===== src/design/rsi_pkg.sv =====
`default_nettype none
// ============================================================================
// rsi_pkg - shared types and constants of the radix string parser
// Character codes, field widths, register indexes and the classified item
// that travels from the front end to the back end.
// ============================================================================
package rsi_pkg;

   localparam int unsigned SYM_SLOTS  = 16;  // symbol bytes held by the two table registers
   localparam int unsigned SYM_LEN_W  = 5;   // holds a symbol count of 0..16
   localparam int unsigned SYM_IDX_W  = 4;   // indexes one of 16 symbols
   localparam int unsigned CHAR_W     = 8;
   localparam int unsigned VALUE_W    = 32;
   localparam int unsigned CSR_IDX_W  = 2;
   localparam int unsigned CSR_DATA_W = 64;

   localparam logic [CSR_IDX_W-1:0] CSR_SYMBOLS_LOW  = 2'd0;
   localparam logic [CSR_IDX_W-1:0] CSR_SYMBOLS_HIGH = 2'd1;
   localparam logic [CSR_IDX_W-1:0] CSR_SYMBOL_COUNT = 2'd2;

   localparam logic [CHAR_W-1:0] CHAR_NUL       = 8'd0;
   localparam logic [CHAR_W-1:0] CHAR_TAB       = 8'd9;
   localparam logic [CHAR_W-1:0] CHAR_CR        = 8'd13;
   localparam logic [CHAR_W-1:0] CHAR_SPACE     = 8'd32;
   localparam logic [CHAR_W-1:0] CHAR_PLUS      = 8'h2B;
   localparam logic [CHAR_W-1:0] CHAR_MINUS     = 8'h2D;

   // One classified character, as seen against the base in force when it was taken.
   typedef struct packed {
      logic                 is_term;
      logic                 is_space;
      logic                 is_plus;
      logic                 is_minus;
      logic                 is_hit;
      logic [SYM_IDX_W-1:0] index;
      logic [SYM_LEN_W-1:0] radix;
      logic                 base_ok;
   } rsi_item_type;

   function automatic logic rsi_is_space(input logic [CHAR_W-1:0] c);
      return (c == CHAR_SPACE) || ((c >= CHAR_TAB) && (c <= CHAR_CR));
   endfunction

endpackage
`default_nettype wire


===== src/design/rsi_queue.sv =====
`default_nettype none
// ============================================================================
// rsi_queue - small register queue
// First-in first-out store with full and empty flags; the oldest entry is
// shown on the read port while the queue holds anything.
// ============================================================================
module rsi_queue #(
   parameter int unsigned WIDTH = 8,
   parameter int unsigned DEPTH = 2
) (
   input  wire logic             clock,
   input  wire logic             reset,
   input  wire logic             wr_en,
   input  wire logic [WIDTH-1:0] wr_data,
   output logic                  full,
   input  wire logic             rd_en,
   output logic [WIDTH-1:0]      rd_data,
   output logic                  empty
);

   localparam int unsigned PTR_W = (DEPTH > 1) ? $clog2(DEPTH) : 1;
   localparam int unsigned CNT_W = $clog2(DEPTH + 1);
   localparam logic [PTR_W-1:0] PTR_LAST = PTR_W'(DEPTH - 1);
   localparam logic [CNT_W-1:0] CNT_FULL = CNT_W'(DEPTH);

   logic [WIDTH-1:0] store_ff [DEPTH];
   logic [PTR_W-1:0] wr_ptr_ff, wr_ptr_in;
   logic [PTR_W-1:0] rd_ptr_ff, rd_ptr_in;
   logic [CNT_W-1:0] count_ff,  count_in;
   logic             do_wr, do_rd;

   assign full    = (count_ff == CNT_FULL);
   assign empty   = (count_ff == '0);
   assign do_wr   = wr_en & ~full;
   assign do_rd   = rd_en & ~empty;
   assign rd_data = store_ff[rd_ptr_ff];

   always_comb begin
      wr_ptr_in = wr_ptr_ff;
      rd_ptr_in = rd_ptr_ff;
      count_in  = count_ff;
      if (do_wr) begin
         wr_ptr_in = (wr_ptr_ff == PTR_LAST) ? '0 : wr_ptr_ff + 1'b1;
      end
      if (do_rd) begin
         rd_ptr_in = (rd_ptr_ff == PTR_LAST) ? '0 : rd_ptr_ff + 1'b1;
      end
      if (do_wr && !do_rd) begin
         count_in = count_ff + 1'b1;
      end else if (do_rd && !do_wr) begin
         count_in = count_ff - 1'b1;
      end
   end

   always_ff @(posedge clock) begin
      if (reset) begin
         wr_ptr_ff <= '0;
         rd_ptr_ff <= '0;
         count_ff  <= '0;
      end else begin
         wr_ptr_ff <= wr_ptr_in;
         rd_ptr_ff <= rd_ptr_in;
         count_ff  <= count_in;
      end
   end

   always_ff @(posedge clock) begin
      if (do_wr) begin
         store_ff[wr_ptr_ff] <= wr_data;
      end
   end

endmodule
`default_nettype wire


===== src/design/rsi_front.sv =====
`default_nettype none
// ============================================================================
// rsi_front - configuration registers and character classifier
// Holds the symbol table, derives the effective radix and base validity,
// and tags each accepted character for the back end.
// ============================================================================
module rsi_front import rsi_pkg::*; #(
   parameter int unsigned MAX_SYMBOLS = 16
) (
   input  wire logic                  clock,
   input  wire logic                  reset,
   input  wire logic                  csr_valid,
   output logic                       csr_ready,
   input  wire logic [CSR_IDX_W-1:0]  csr_index,
   input  wire logic [CSR_DATA_W-1:0] csr_wdata,
   input  wire logic                  push,
   output logic                       full,
   input  wire logic [CHAR_W-1:0]     char_code,
   output logic                       item_push,
   output rsi_item_type               item,
   input  wire logic                  queue_full
);

   localparam logic [SYM_LEN_W-1:0] LEN_CAP = SYM_LEN_W'(MAX_SYMBOLS);
   localparam logic [SYM_LEN_W-1:0] LEN_MIN = SYM_LEN_W'(2);

   logic [CSR_DATA_W-1:0] symbols_low_ff, symbols_high_ff;
   logic [SYM_LEN_W-1:0]  symbol_count_ff;
   logic                  cfg_wait_ff;
   logic [SYM_LEN_W-1:0]  base_len_ff, base_len_in;
   logic                  base_ok_ff,  base_ok_in;

   logic [2*CSR_DATA_W-1:0] sym_word;
   logic [CHAR_W-1:0]       sym [SYM_SLOTS];
   logic [SYM_LEN_W-1:0]    len_cap;
   logic                    csr_write;
   logic                    hit;
   logic [SYM_IDX_W-1:0]    hit_index;

   assign csr_ready = 1'b1;
   assign csr_write = csr_valid & csr_ready;

   always_ff @(posedge clock) begin
      if (reset) begin
         symbols_low_ff  <= '0;
         symbols_high_ff <= '0;
         symbol_count_ff <= '0;
         cfg_wait_ff     <= 1'b0;
         base_len_ff     <= '0;
         base_ok_ff      <= 1'b0;
      end else begin
         cfg_wait_ff <= csr_write;
         base_len_ff <= base_len_in;
         base_ok_ff  <= base_ok_in;
         if (csr_write) begin
            unique case (csr_index)
               CSR_SYMBOLS_LOW:  symbols_low_ff  <= csr_wdata;
               CSR_SYMBOLS_HIGH: symbols_high_ff <= csr_wdata;
               CSR_SYMBOL_COUNT: symbol_count_ff <= csr_wdata[SYM_LEN_W-1:0];
               default: ;
            endcase
         end
      end
   end

   assign sym_word = {symbols_high_ff, symbols_low_ff};

   always_comb begin
      for (int k = 0; k < SYM_SLOTS; k++) begin
         sym[k] = sym_word[k*CHAR_W +: CHAR_W];
      end
   end

   // Effective length: count saturated at the cap, cut at the first zero byte.
   assign len_cap = (symbol_count_ff > LEN_CAP) ? LEN_CAP : symbol_count_ff;

   always_comb begin
      base_len_in = len_cap;
      for (int k = SYM_SLOTS - 1; k >= 0; k--) begin
         if ((SYM_LEN_W'(k) < len_cap) && (sym[k] == CHAR_NUL)) begin
            base_len_in = SYM_LEN_W'(k);
         end
      end
   end

   always_comb begin
      base_ok_in = (base_len_in >= LEN_MIN);
      for (int i = 0; i < SYM_SLOTS; i++) begin
         if (SYM_LEN_W'(i) < base_len_in) begin
            if (rsi_is_space(sym[i]) || (sym[i] == CHAR_PLUS) || (sym[i] == CHAR_MINUS)) begin
               base_ok_in = 1'b0;
            end
            for (int j = i + 1; j < SYM_SLOTS; j++) begin
               if ((SYM_LEN_W'(j) < base_len_in) && (sym[j] == sym[i])) begin
                  base_ok_in = 1'b0;
               end
            end
         end
      end
   end

   // First matching symbol wins.
   always_comb begin
      hit       = 1'b0;
      hit_index = '0;
      for (int k = SYM_SLOTS - 1; k >= 0; k--) begin
         if ((SYM_LEN_W'(k) < base_len_ff) && (sym[k] == char_code)) begin
            hit       = 1'b1;
            hit_index = SYM_IDX_W'(k);
         end
      end
   end

   // Hold the input off for one cycle after a write while the base settles.
   assign full      = queue_full | cfg_wait_ff;
   assign item_push = push & ~full;

   always_comb begin
      item.is_term  = (char_code == CHAR_NUL);
      item.is_space = rsi_is_space(char_code);
      item.is_plus  = (char_code == CHAR_PLUS);
      item.is_minus = (char_code == CHAR_MINUS);
      item.is_hit   = hit;
      item.index    = hit_index;
      item.radix    = base_len_ff;
      item.base_ok  = base_ok_ff;
   end

endmodule
`default_nettype wire


===== src/design/rsi_back.sv =====
`default_nettype none
// ============================================================================
// rsi_back - parse sequencer and accumulator
// Walks the whitespace, sign and digit phases, accumulates digits and
// forms the signed result at the terminator.
// ============================================================================
module rsi_back import rsi_pkg::*; (
   input  wire logic          clock,
   input  wire logic          reset,
   input  wire logic          item_valid,
   input  wire rsi_item_type  item,
   output logic               item_pop,
   input  wire logic          result_full,
   output logic               result_push,
   output logic [VALUE_W-1:0] result_value
);

   localparam logic [1:0] PH_SPACE = 2'd0;
   localparam logic [1:0] PH_SIGN  = 2'd1;
   localparam logic [1:0] PH_DIGIT = 2'd2;
   localparam logic [1:0] PH_DONE  = 2'd3;

   logic [1:0]                   phase_ff, phase_in;
   logic                         negative_ff, negative_in;
   logic [VALUE_W-1:0]           acc_ff, acc_in;
   logic [VALUE_W+SYM_LEN_W-1:0] product;
   logic [VALUE_W-1:0]           digit_sum;
   logic [VALUE_W-1:0]           signed_acc;

   assign item_pop    = item_valid & ~result_full;
   assign result_push = item_pop & item.is_term;

   assign product   = {{SYM_LEN_W{1'b0}}, acc_ff} * {{VALUE_W{1'b0}}, item.radix};
   assign digit_sum = product[VALUE_W-1:0] + {{(VALUE_W-SYM_IDX_W){1'b0}}, item.index};

   assign signed_acc   = negative_ff ? (~acc_ff + 1'b1) : acc_ff;
   assign result_value = item.base_ok ? signed_acc : '0;

   always_comb begin
      phase_in    = phase_ff;
      negative_in = negative_ff;
      acc_in      = acc_ff;
      if (item_pop) begin
         priority if (item.is_term) begin
            phase_in    = PH_SPACE;
            negative_in = 1'b0;
            acc_in      = '0;
         end else if (phase_ff == PH_DONE) begin
            phase_in = PH_DONE;
         end else if ((phase_ff == PH_SPACE) && item.is_space) begin
            phase_in = PH_SPACE;
         end else if ((phase_ff != PH_DIGIT) && (item.is_plus || item.is_minus)) begin
            negative_in = negative_ff ^ item.is_minus;
            phase_in    = PH_SIGN;
         end else if (item.is_hit) begin
            acc_in   = digit_sum;
            phase_in = PH_DIGIT;
         end else begin
            phase_in = PH_DONE;
         end
      end
   end

   always_ff @(posedge clock) begin
      if (reset) begin
         phase_ff    <= PH_SPACE;
         negative_ff <= 1'b0;
         acc_ff      <= '0;
      end else begin
         phase_ff    <= phase_in;
         negative_ff <= negative_in;
         acc_ff      <= acc_in;
      end
   end

endmodule
`default_nettype wire


===== src/design/radix_string_to_integer.sv =====
`default_nettype none
// ============================================================================
// radix_string_to_integer - arbitrary radix string to integer parser
// Streams characters in, parses a signed integer against a configured
// symbol table and queues one result per terminating zero character.
// ============================================================================
//
//   channel   ports                               transfer when
//   -------   ---------------------------------   --------------------
//   input     push, full, req_char_code           push && !full
//   result    pop, empty, rsp_parsed_value        pop && !empty
//   config    csr_valid, csr_ready, csr_index,    csr_valid && csr_ready
//             csr_wdata
//
// One character per cycle, sustained while full stays low. A character is
// classified, written into the item queue and popped from it by the
// accumulator; a terminator's value enters the result queue as it is
// retired. The accumulator step (one 32 x 5 multiply and add) sets the cycle.
// Reset clears the symbol table, the parse state and both queues. full
// rises when the item queue fills (result queue backed up) and for one
// cycle after every configuration write while the base is re-derived.
//
module radix_string_to_integer import rsi_pkg::*; #(
   parameter int unsigned MAX_SYMBOLS  = 16,
   parameter int unsigned QUEUE_DEPTH  = 2,
   parameter int unsigned RESULT_DEPTH = 2
) (
   input  wire logic                  clock,
   input  wire logic                  reset,
   // configuration
   input  wire logic                  csr_valid,
   output logic                       csr_ready,
   input  wire logic [CSR_IDX_W-1:0]  csr_index,
   input  wire logic [CSR_DATA_W-1:0] csr_wdata,
   // characters in
   input  wire logic                  push,
   output logic                       full,
   input  wire logic [CHAR_W-1:0]     req_char_code,
   // results out
   input  wire logic                  pop,
   output logic                       empty,
   output logic signed [VALUE_W-1:0]  rsp_parsed_value
);

   rsi_item_type       front_item;
   rsi_item_type       back_item;
   logic               front_push;
   logic               item_full;
   logic               item_empty;
   logic               back_pop;
   logic               result_full;
   logic               result_push;
   logic [VALUE_W-1:0] result_value;
   logic [VALUE_W-1:0] result_head;

   // Front end: register file, base analysis, classify each character.
   rsi_front #(
      .MAX_SYMBOLS (MAX_SYMBOLS)
   ) u_front (
      .clock      (clock),
      .reset      (reset),
      .csr_valid  (csr_valid),
      .csr_ready  (csr_ready),
      .csr_index  (csr_index),
      .csr_wdata  (csr_wdata),
      .push       (push),
      .full       (full),
      .char_code  (req_char_code),
      .item_push  (front_push),
      .item       (front_item),
      .queue_full (item_full)
   );

   // Item queue decouples classification from the accumulator.
   rsi_queue #(
      .WIDTH ($bits(rsi_item_type)),
      .DEPTH (QUEUE_DEPTH)
   ) u_item_queue (
      .clock   (clock),
      .reset   (reset),
      .wr_en   (front_push),
      .wr_data (front_item),
      .full    (item_full),
      .rd_en   (back_pop),
      .rd_data (back_item),
      .empty   (item_empty)
   );

   // Back end: phase sequencing, sign and accumulation; stall only on a full
   // result queue.
   rsi_back u_back (
      .clock        (clock),
      .reset        (reset),
      .item_valid   (~item_empty),
      .item         (back_item),
      .item_pop     (back_pop),
      .result_full  (result_full),
      .result_push  (result_push),
      .result_value (result_value)
   );

   // Result queue holds finished values until the consumer pops them.
   rsi_queue #(
      .WIDTH (VALUE_W),
      .DEPTH (RESULT_DEPTH)
   ) u_result_queue (
      .clock   (clock),
      .reset   (reset),
      .wr_en   (result_push),
      .wr_data (result_value),
      .full    (result_full),
      .rd_en   (pop),
      .rd_data (result_head),
      .empty   (empty)
   );

   assign rsp_parsed_value = $signed(result_head);

endmodule
`default_nettype wire

===== config.mk =====
export PLATFORM = sky130hd
export DESIGN_NAME = radix_string_to_integer
export DESIGN_NICKNAME = d
export VERILOG_FILES = /design/src/design/rsi_pkg.sv /design/src/design/rsi_queue.sv /design/src/design/rsi_front.sv /design/src/design/rsi_back.sv /design/src/design/radix_string_to_integer.sv
export SDC_FILE = /design/constraint.sdc
export NUM_CORES = 2
export LEC_CHECK = 0
export BUFFER_PORTS_ARGS = -buffer_cell sky130_fd_sc_hd__buf_2
export CORE_MARGIN = 2
export CORE_UTILIZATION = 59
export CTS_CLUSTER_DIAMETER = 30
export CTS_CLUSTER_SIZE = 30
export DETAILED_ROUTE_END_ITERATION = 6
export MAX_ROUTING_LAYER = met4
export PLACE_DENSITY = 0.8
export SLEW_MARGIN = 30
export SYNTH_ARGS = -nofsm -noshare
export SYNTH_HDL_FRONTEND = slang
export SYNTH_SLANG_ARGS = --single-unit

===== constraint.sdc =====
create_clock -name clock -period 5.7 [get_ports clock]
set_clock_uncertainty 0.05 [all_clocks]
set_input_delay 1.71 -clock clock [delete_from_list [all_inputs] [get_ports clock]]
set_output_delay 1.71 -clock clock [all_outputs]
set_load 0.03 [all_outputs]

## Word-level counts from Yosys, hierarchy flattened

Memory sizes are Yosys's and may differ from the RTL's. A register that Yosys moved wholly into a read port is not among the register bits.
Cells that the tools add are included.

- Output and inout bits: 35
- Input port bits: 79
- Bits in registers: 183
- RAM bits: 94
- Memories kept: 2

Memories:

| name | words | width | rd ports | clocked after Yosys merged registers in | write ports | line | text |
|---|---|---|---|---|---|---|---|
| u_result_queue.store_ff | 2 | 32 | 1 | 1 | 1 | rsi_queue.sv:26 | `logic [WIDTH-1:0] store_ff [DEPTH];` |
| u_item_queue.store_ff | 2 | 15 | 1 | 1 | 1 | rsi_queue.sv:26 |  |

- Magnitude comparators: 84
- Bitwise logic cells: 15
- Add/subtract/negate cells: 10
- Equal/unequal tests: 196
- Muxes and demuxes: 233
- Reductions and logical operators: 259
- Multipliers: 1

Operators with widths:

| kind | count |
|---|---|
| == test 8 bit | 136 |
| == test 8 x 6 -> 1 bit (second input constant) | 51 |
| two-way mux 32 bit | 7 |
| two-way mux 1 bit | 185 |
| logical AND 1 bit | 175 |
| greater-or-equal comparator 8 x 4 -> 1 bit (second input constant) | 17 |
| <= comparator 8 x 4 -> 1 bit (second input constant) | 17 |
| zero test 8 bit | 17 |
| less-than comparator 4 x 5 -> 1 bit (first input constant) | 24 |
| two-way mux 5 bit | 17 |
| two-way mux 4 bit | 16 |
| less-than comparator 3 x 5 -> 1 bit (first input constant) | 12 |
| logical OR 1 bit | 50 |
| adder 32 x 1 -> 32 bit (second input constant) | 1 |
| adder 32 x 4 -> 32 bit | 1 |
| multiplier 32 x 5 -> 32 bit | 1 |
| inverter 32 bit | 1 |
| less-than comparator 1 x 5 -> 1 bit (first input constant) | 6 |
| less-than comparator 2 x 5 -> 1 bit (first input constant) | 6 |
| two-way mux 2 bit | 8 |
| == test 2 bit (second input constant) | 4 |
| zero test 2 bit | 4 |
| nonzero test 2 bit | 4 |
| bitwise AND 1 bit | 7 |
| other kinds (15) | 31 |

## Logic depth before layout (Yosys ltp)

- Depth after elaboration: 173
- Mapped depth: 23
- Mapped depth without buffers: 20

## Hierarchy

Synthesis repeated with hierarchy kept, for this count alone.

- Cell total of the unflattened synthesis: 3,937
- Area total of the unflattened synthesis: 31,894.3 µm²

Modules (own cells, without submodules):

| module | area each (µm²) | seq. area each (µm²) | times used | cells each |
|---|---|---|---|---|
| rsi_front | 20,708.6 | 2,802.7 | 1 | 2,817 |
| rsi_back | 7,358.3 | 700.7 | 1 | 922 |
| rsi_queue (u_result_queue) | 2,526.2 | 2,021.9 | 1 | 125 |
| rsi_queue (u_item_queue) | 1,297.5 | 1,001.0 | 1 | 72 |
| radix_string_to_integer | 3.8 | 0.0 | 1 | 1 |

## Worst setup path after synthesis

No wires, ideal clock.

- Kind: reg-to-reg
- From: register (tool-made name)
- To: register u_back.acc_ff[29]
- Slack: -0.388 ns
- Period minus slack after synthesis: 6.088 ns
- Stages on the path, launching flop included: 24
- Arrival: 5.910 ns
- Path through: dfxtp_1 -> clkbuf_1 -> buf_1 -> mux2_2 -> clkbuf_1 -> clkbuf_1 -> nand2_1 -> fa_1 -> inv_1 -> fa_1 -> fa_1 -> ha_1 -> nand3_1 -> o211ai_1 -> or4_1 -> a31oi_1 -> o21ai_0 -> a2111oi_0 -> a211o_1 -> o2111a_1 -> nor2_1 -> xnor2_1 -> a22oi_1 -> nor2_1

RTL lines:

| element | line | text |
|---|---|---|
| to (signal assigned) | rsi_back.sv:72 | `acc_ff <= acc_in;` |
| to (decl) | rsi_back.sv:25 | `logic [VALUE_W-1:0] acc_ff, acc_in;` |

==> impl_metrics.ini <==
[timing]
fin_crit_ns = 5.49
max_freq_ghz = 0.182
tightestPinTransition_ns = 1.19
fin_ws_ns = 0.206
finalCritPeriodShare_pct = 96.4
slew_viol_final = 0
final_hold_viol_count = 0
relSlewSlack_pct = 20.2
setup_viol = 0

[floorplanning]
io_pins = 114
core_area_um2 = 51500
fp-row-count = 83
die_w_um = 233
die_h_um = 233
start_util_pct = 60.0
die_area_um2 = 54200

[global_routing]
grt_first_pass_wirelength_mm = 180
antenna_found_initial = 5
grt_usage_pct = 45.3
grt_max_degree = 102
grt_pass1_vias = 29200
grt_overflow = 0

[final_layout]
multi_input_area_um2 = 22600
finish.instance_area_um2 = 34300
postLayoutCoreUtil_pct = 66.6
stdcell_count = 4526
syn_to_final_growth_pct = 11.0
fin_nets = 4021
drive_above_1_share_pct = 12.7
seqCellArea_um2 = 6530
nFillCells = 4154

[placed_design]
place_ws_ns = 0.112
io_buffers = 112
place.gp.congestion = 1.15
place_inst = 4407
dpl_cell_area_um2 = 32200
dpl.hpwl_mm = 77.4

[setup_path]
slowest_stage = fa_1
crit_chain = buf_6 -> mux2i_4 -> nor2b_1 -> ha_1 -> inv_1 -> fa_1 -> fa_1 -> inv_1 -> ha_1 -> nor2b_1 -> o31a_1 -> o41a_1 -> o31a_1 -> o211ai_1 -> a31oi_2 -> a221oi_2 -> nor2_1 -> or3_1 -> a32oi_1 -> nor2_1
slowest_delay_ns = 0.54
crit_type = flip-flop to flip-flop
arrival_ns = 5.88
critical_path_depth = 20
reg2regPathDepth = 20
path_buf_inv = 3
critPathTopFamily = compound AO/OA/AOI/OAI gates
startpoint_type = flip-flop
required_ns = 6.09
worst-path-max-fanout = 5
critPathCaptureType = flip-flop

[routing]
vias_per_cell = 6.75
drcViolationCount = 9
ant_nets = 0
m1WireLength_mm = 41.7
wl_met3_mm = 18.2
highest-signal-layer = met4
first_pass_iters = 7
drt_iter0_drc = 4938
vias = 30500
dr_wl_met2_mm = 49.6
finalWirelength_mm = 121
route.detailed.wl_per_inst_um = 26.8

[hold_path]
hold_class = flip-flop to flip-flop
min_path_cells = 0
min_from = u_front.base_ok_ff

[logic_synthesis]
ys_types = 90
synth_ff_type = dfxtp_1
yosysSeqAreaShare_pct = 21.1
async_flop_share_pct = 0
syn-num-nets = 4061
syn_inst = 3831
synth_edf_count = 94
ys_ff_latch = 279
netlist_area_um2 = 30900
avgSynthCellArea_um2 = 8.07
ys_warn_count = 0

[clock_network]
clkLatencyLatePin_ns = 0.67
numCtsBuffers = 56
cts_root_buf = clkbuf_16
clk_pin_slew_ns = 0.05
cts_sinks = 279
cts.path.max_buffers = 3
cts_tree = yes
hold_buffers = 0
htree_levels = 2

[power]
ir_drop_mv = 0.254
p_per_area_nw_per_um2 = 256
p_leak_nw = 16.2

[run_status]
status = finished with violations
violations = design-rule violations

[run]
max_cap_viol_count = 0
-- cells by family after synthesis --
logic type / share of synthesized area (%)
muxes: 1.94
AOI/OAI and AO/OA: 10.0
adders and majority gates: 8.24
buffers and inverters: 6.13
DFF: 21.1
xor gates and xnor gates: 33.2
and+or+nand+nor: 19.4
other: 0.0121
-- worst reg2reg max path, delay by kind of cell (launching register included) --
| kind | cells | cell delay [ns] |
|---|---|---|
| AOI/OAI and AO/OA | 7 | 1.93 |
| adders and majority gates | 4 | 1.66 |
| muxes | 1 | 0.31 |
| and+or+nand+nor | 5 | 0.72 |
| DFF | 1 | 0.38 |
| buffers and inverters | 3 | 0.24 |
-- worst paths after layout --
kind	endpoint	slack [ns]
max	u_back.acc_ff[24]	0.21
min	u_item_queue.store_ff[1][0]	0.39
max reg2reg	u_back.acc_ff[24]	0.21
min reg2reg	u_item_queue.store_ff[1][0]	0.39
-- metal layers --
layer  GRT usage [%]  vias to the layer above
li1                -                    12800
met1            51.8                    14200
met2            64.8                     2630
met3            16.6                      918
met4            33.3                        0
met5               -                        -
-- where the power goes --
part / internal, mW / total, mW / switching [mW]
registers: 2.26 / 2.38 / 0.122
clock network: 2.14 / 3.35 / 1.20
logic: 1.06 / 3.06 / 2.01
total: 5.46 / 8.79 / 3.33
-- stage by stage --
| stage | TNS, ns | hold slack [ns] | total power [mW] |
|---|---|---|---|
| after floorplan | 0 | 0.354 | 4.40 |
| after global placement | 0 | 0.357 | 5.24 |
| after detailed placement | 0 | 0.370 | 5.29 |
| after CTS | 0 | 0.381 | 8.65 |
| after global routing | -0.209 | 0.420 | 9.08 |
| final | 0 | 0.387 | 8.79 |
-- repair_timing --
| item | CTS | global route |
|---|---|---|
| resized for setup | 0 | 16 |
| endpoints found under the hold margin | 0 | 0 |
| setup buffers | 0 | 4 |
| endpoints found under the setup margin | 0 | 9 |
-- sequential cells by signal (all words and copies together), names as in the netlist, named ones only --
name,cells
u_result_queue.wr_ptr_ff,1
u_result_queue.count_ff,2
u_item_queue.rd_ptr_ff,1
u_front.symbols_low_ff,64
u_back.negative_ff,1
u_item_queue.store_ff,30
u_back.acc_ff,32
u_item_queue.wr_ptr_ff,1
u_result_queue.rd_ptr_ff,1
u_front.symbols_high_ff,64
u_result_queue.store_ff,64
u_front.cfg_wait_ff,1
u_front.symbol_count_ff,5
u_item_queue.count_ff,2
u_front.base_ok_ff,1
u_front.base_len_ff,5
u_back.phase_ff,2
-- synth_stat cells (all sizes together), types with 7 or more instances --
library cell | n | area, µm²
nor2b | 80 | 500
dfxtp | 185 | 3700
nand2 | 424 | 1590
ha | 65 | 813
o41ai | 8 | 88.8
nor2 | 199 | 747
buf | 126 | 543
xnor2 | 497 | 4350
a211oi | 13 | 108
o2111ai | 13 | 126
o31ai | 18 | 135
or2 | 7 | 43.8
a22o | 12 | 105
clkbuf | 271 | 1020
and2 | 12 | 77.6
o22ai | 7 | 43.8
o21ai | 61 | 309
a21o | 12 | 90.1
nand3 | 49 | 250
a31oi | 13 | 81.3
nor3 | 70 | 355
o2bb2ai | 12 | 105
a21oi | 194 | 986
inv | 89 | 334
o211ai | 12 | 95.1
edfxtp | 94 | 2820
or4 | 7 | 52.6
nand4 | 136 | 857
nor4 | 172 | 1090
fa | 86 | 1720
o21a | 14 | 105
and3 | 12 | 80.1
or3 | 20 | 130
mux2i | 15 | 150
nand2b | 10 | 62.6
a22oi | 33 | 253
xor2 | 673 | 5890
mux2 | 40 | 450
-- cells in the final DEF, fill, tap and decap left out, types with 19 or more instances in the layout --
| master | Yosys | final |
|---|---|---|
| xnor2_1 | 497 | 497 |
| xor2_1 | 673 | 673 |
| nor2_1 | 199 | 199 |
| o21ai_0 | 54 | 54 |
| clkbuf_16 | 0 | 56 |
| fa_1 | 86 | 86 |
| dfxtp_1 | 185 | 183 |
| buf_4 | 4 | 180 |
| a22oi_1 | 32 | 32 |
| a21oi_1 | 192 | 191 |
| nor2b_1 | 80 | 80 |
| inv_1 | 89 | 89 |
| edfxtp_1 | 94 | 94 |
| mux2_2 | 40 | 37 |
| or3_1 | 19 | 19 |
| nand3_1 | 48 | 48 |
| nor3_1 | 69 | 63 |
| ha_1 | 65 | 65 |
| nand4_1 | 135 | 135 |
| nor4_1 | 169 | 169 |
| buf_2 | 26 | 111 |
| nand2_1 | 423 | 423 |
-- area by class of cell --
cell class,instances,area share [%]
repair buffers,299,5.82
diodes,8,0.0584
clock buffers,71,4.46
well taps,680,2.48
clock inverters,34,1.25
flip-flops and latches,279,19.0
multi-input cells,3066,65.9
inverters,89,0.974
No activity file was read; power rests on OpenSTA's default activity.
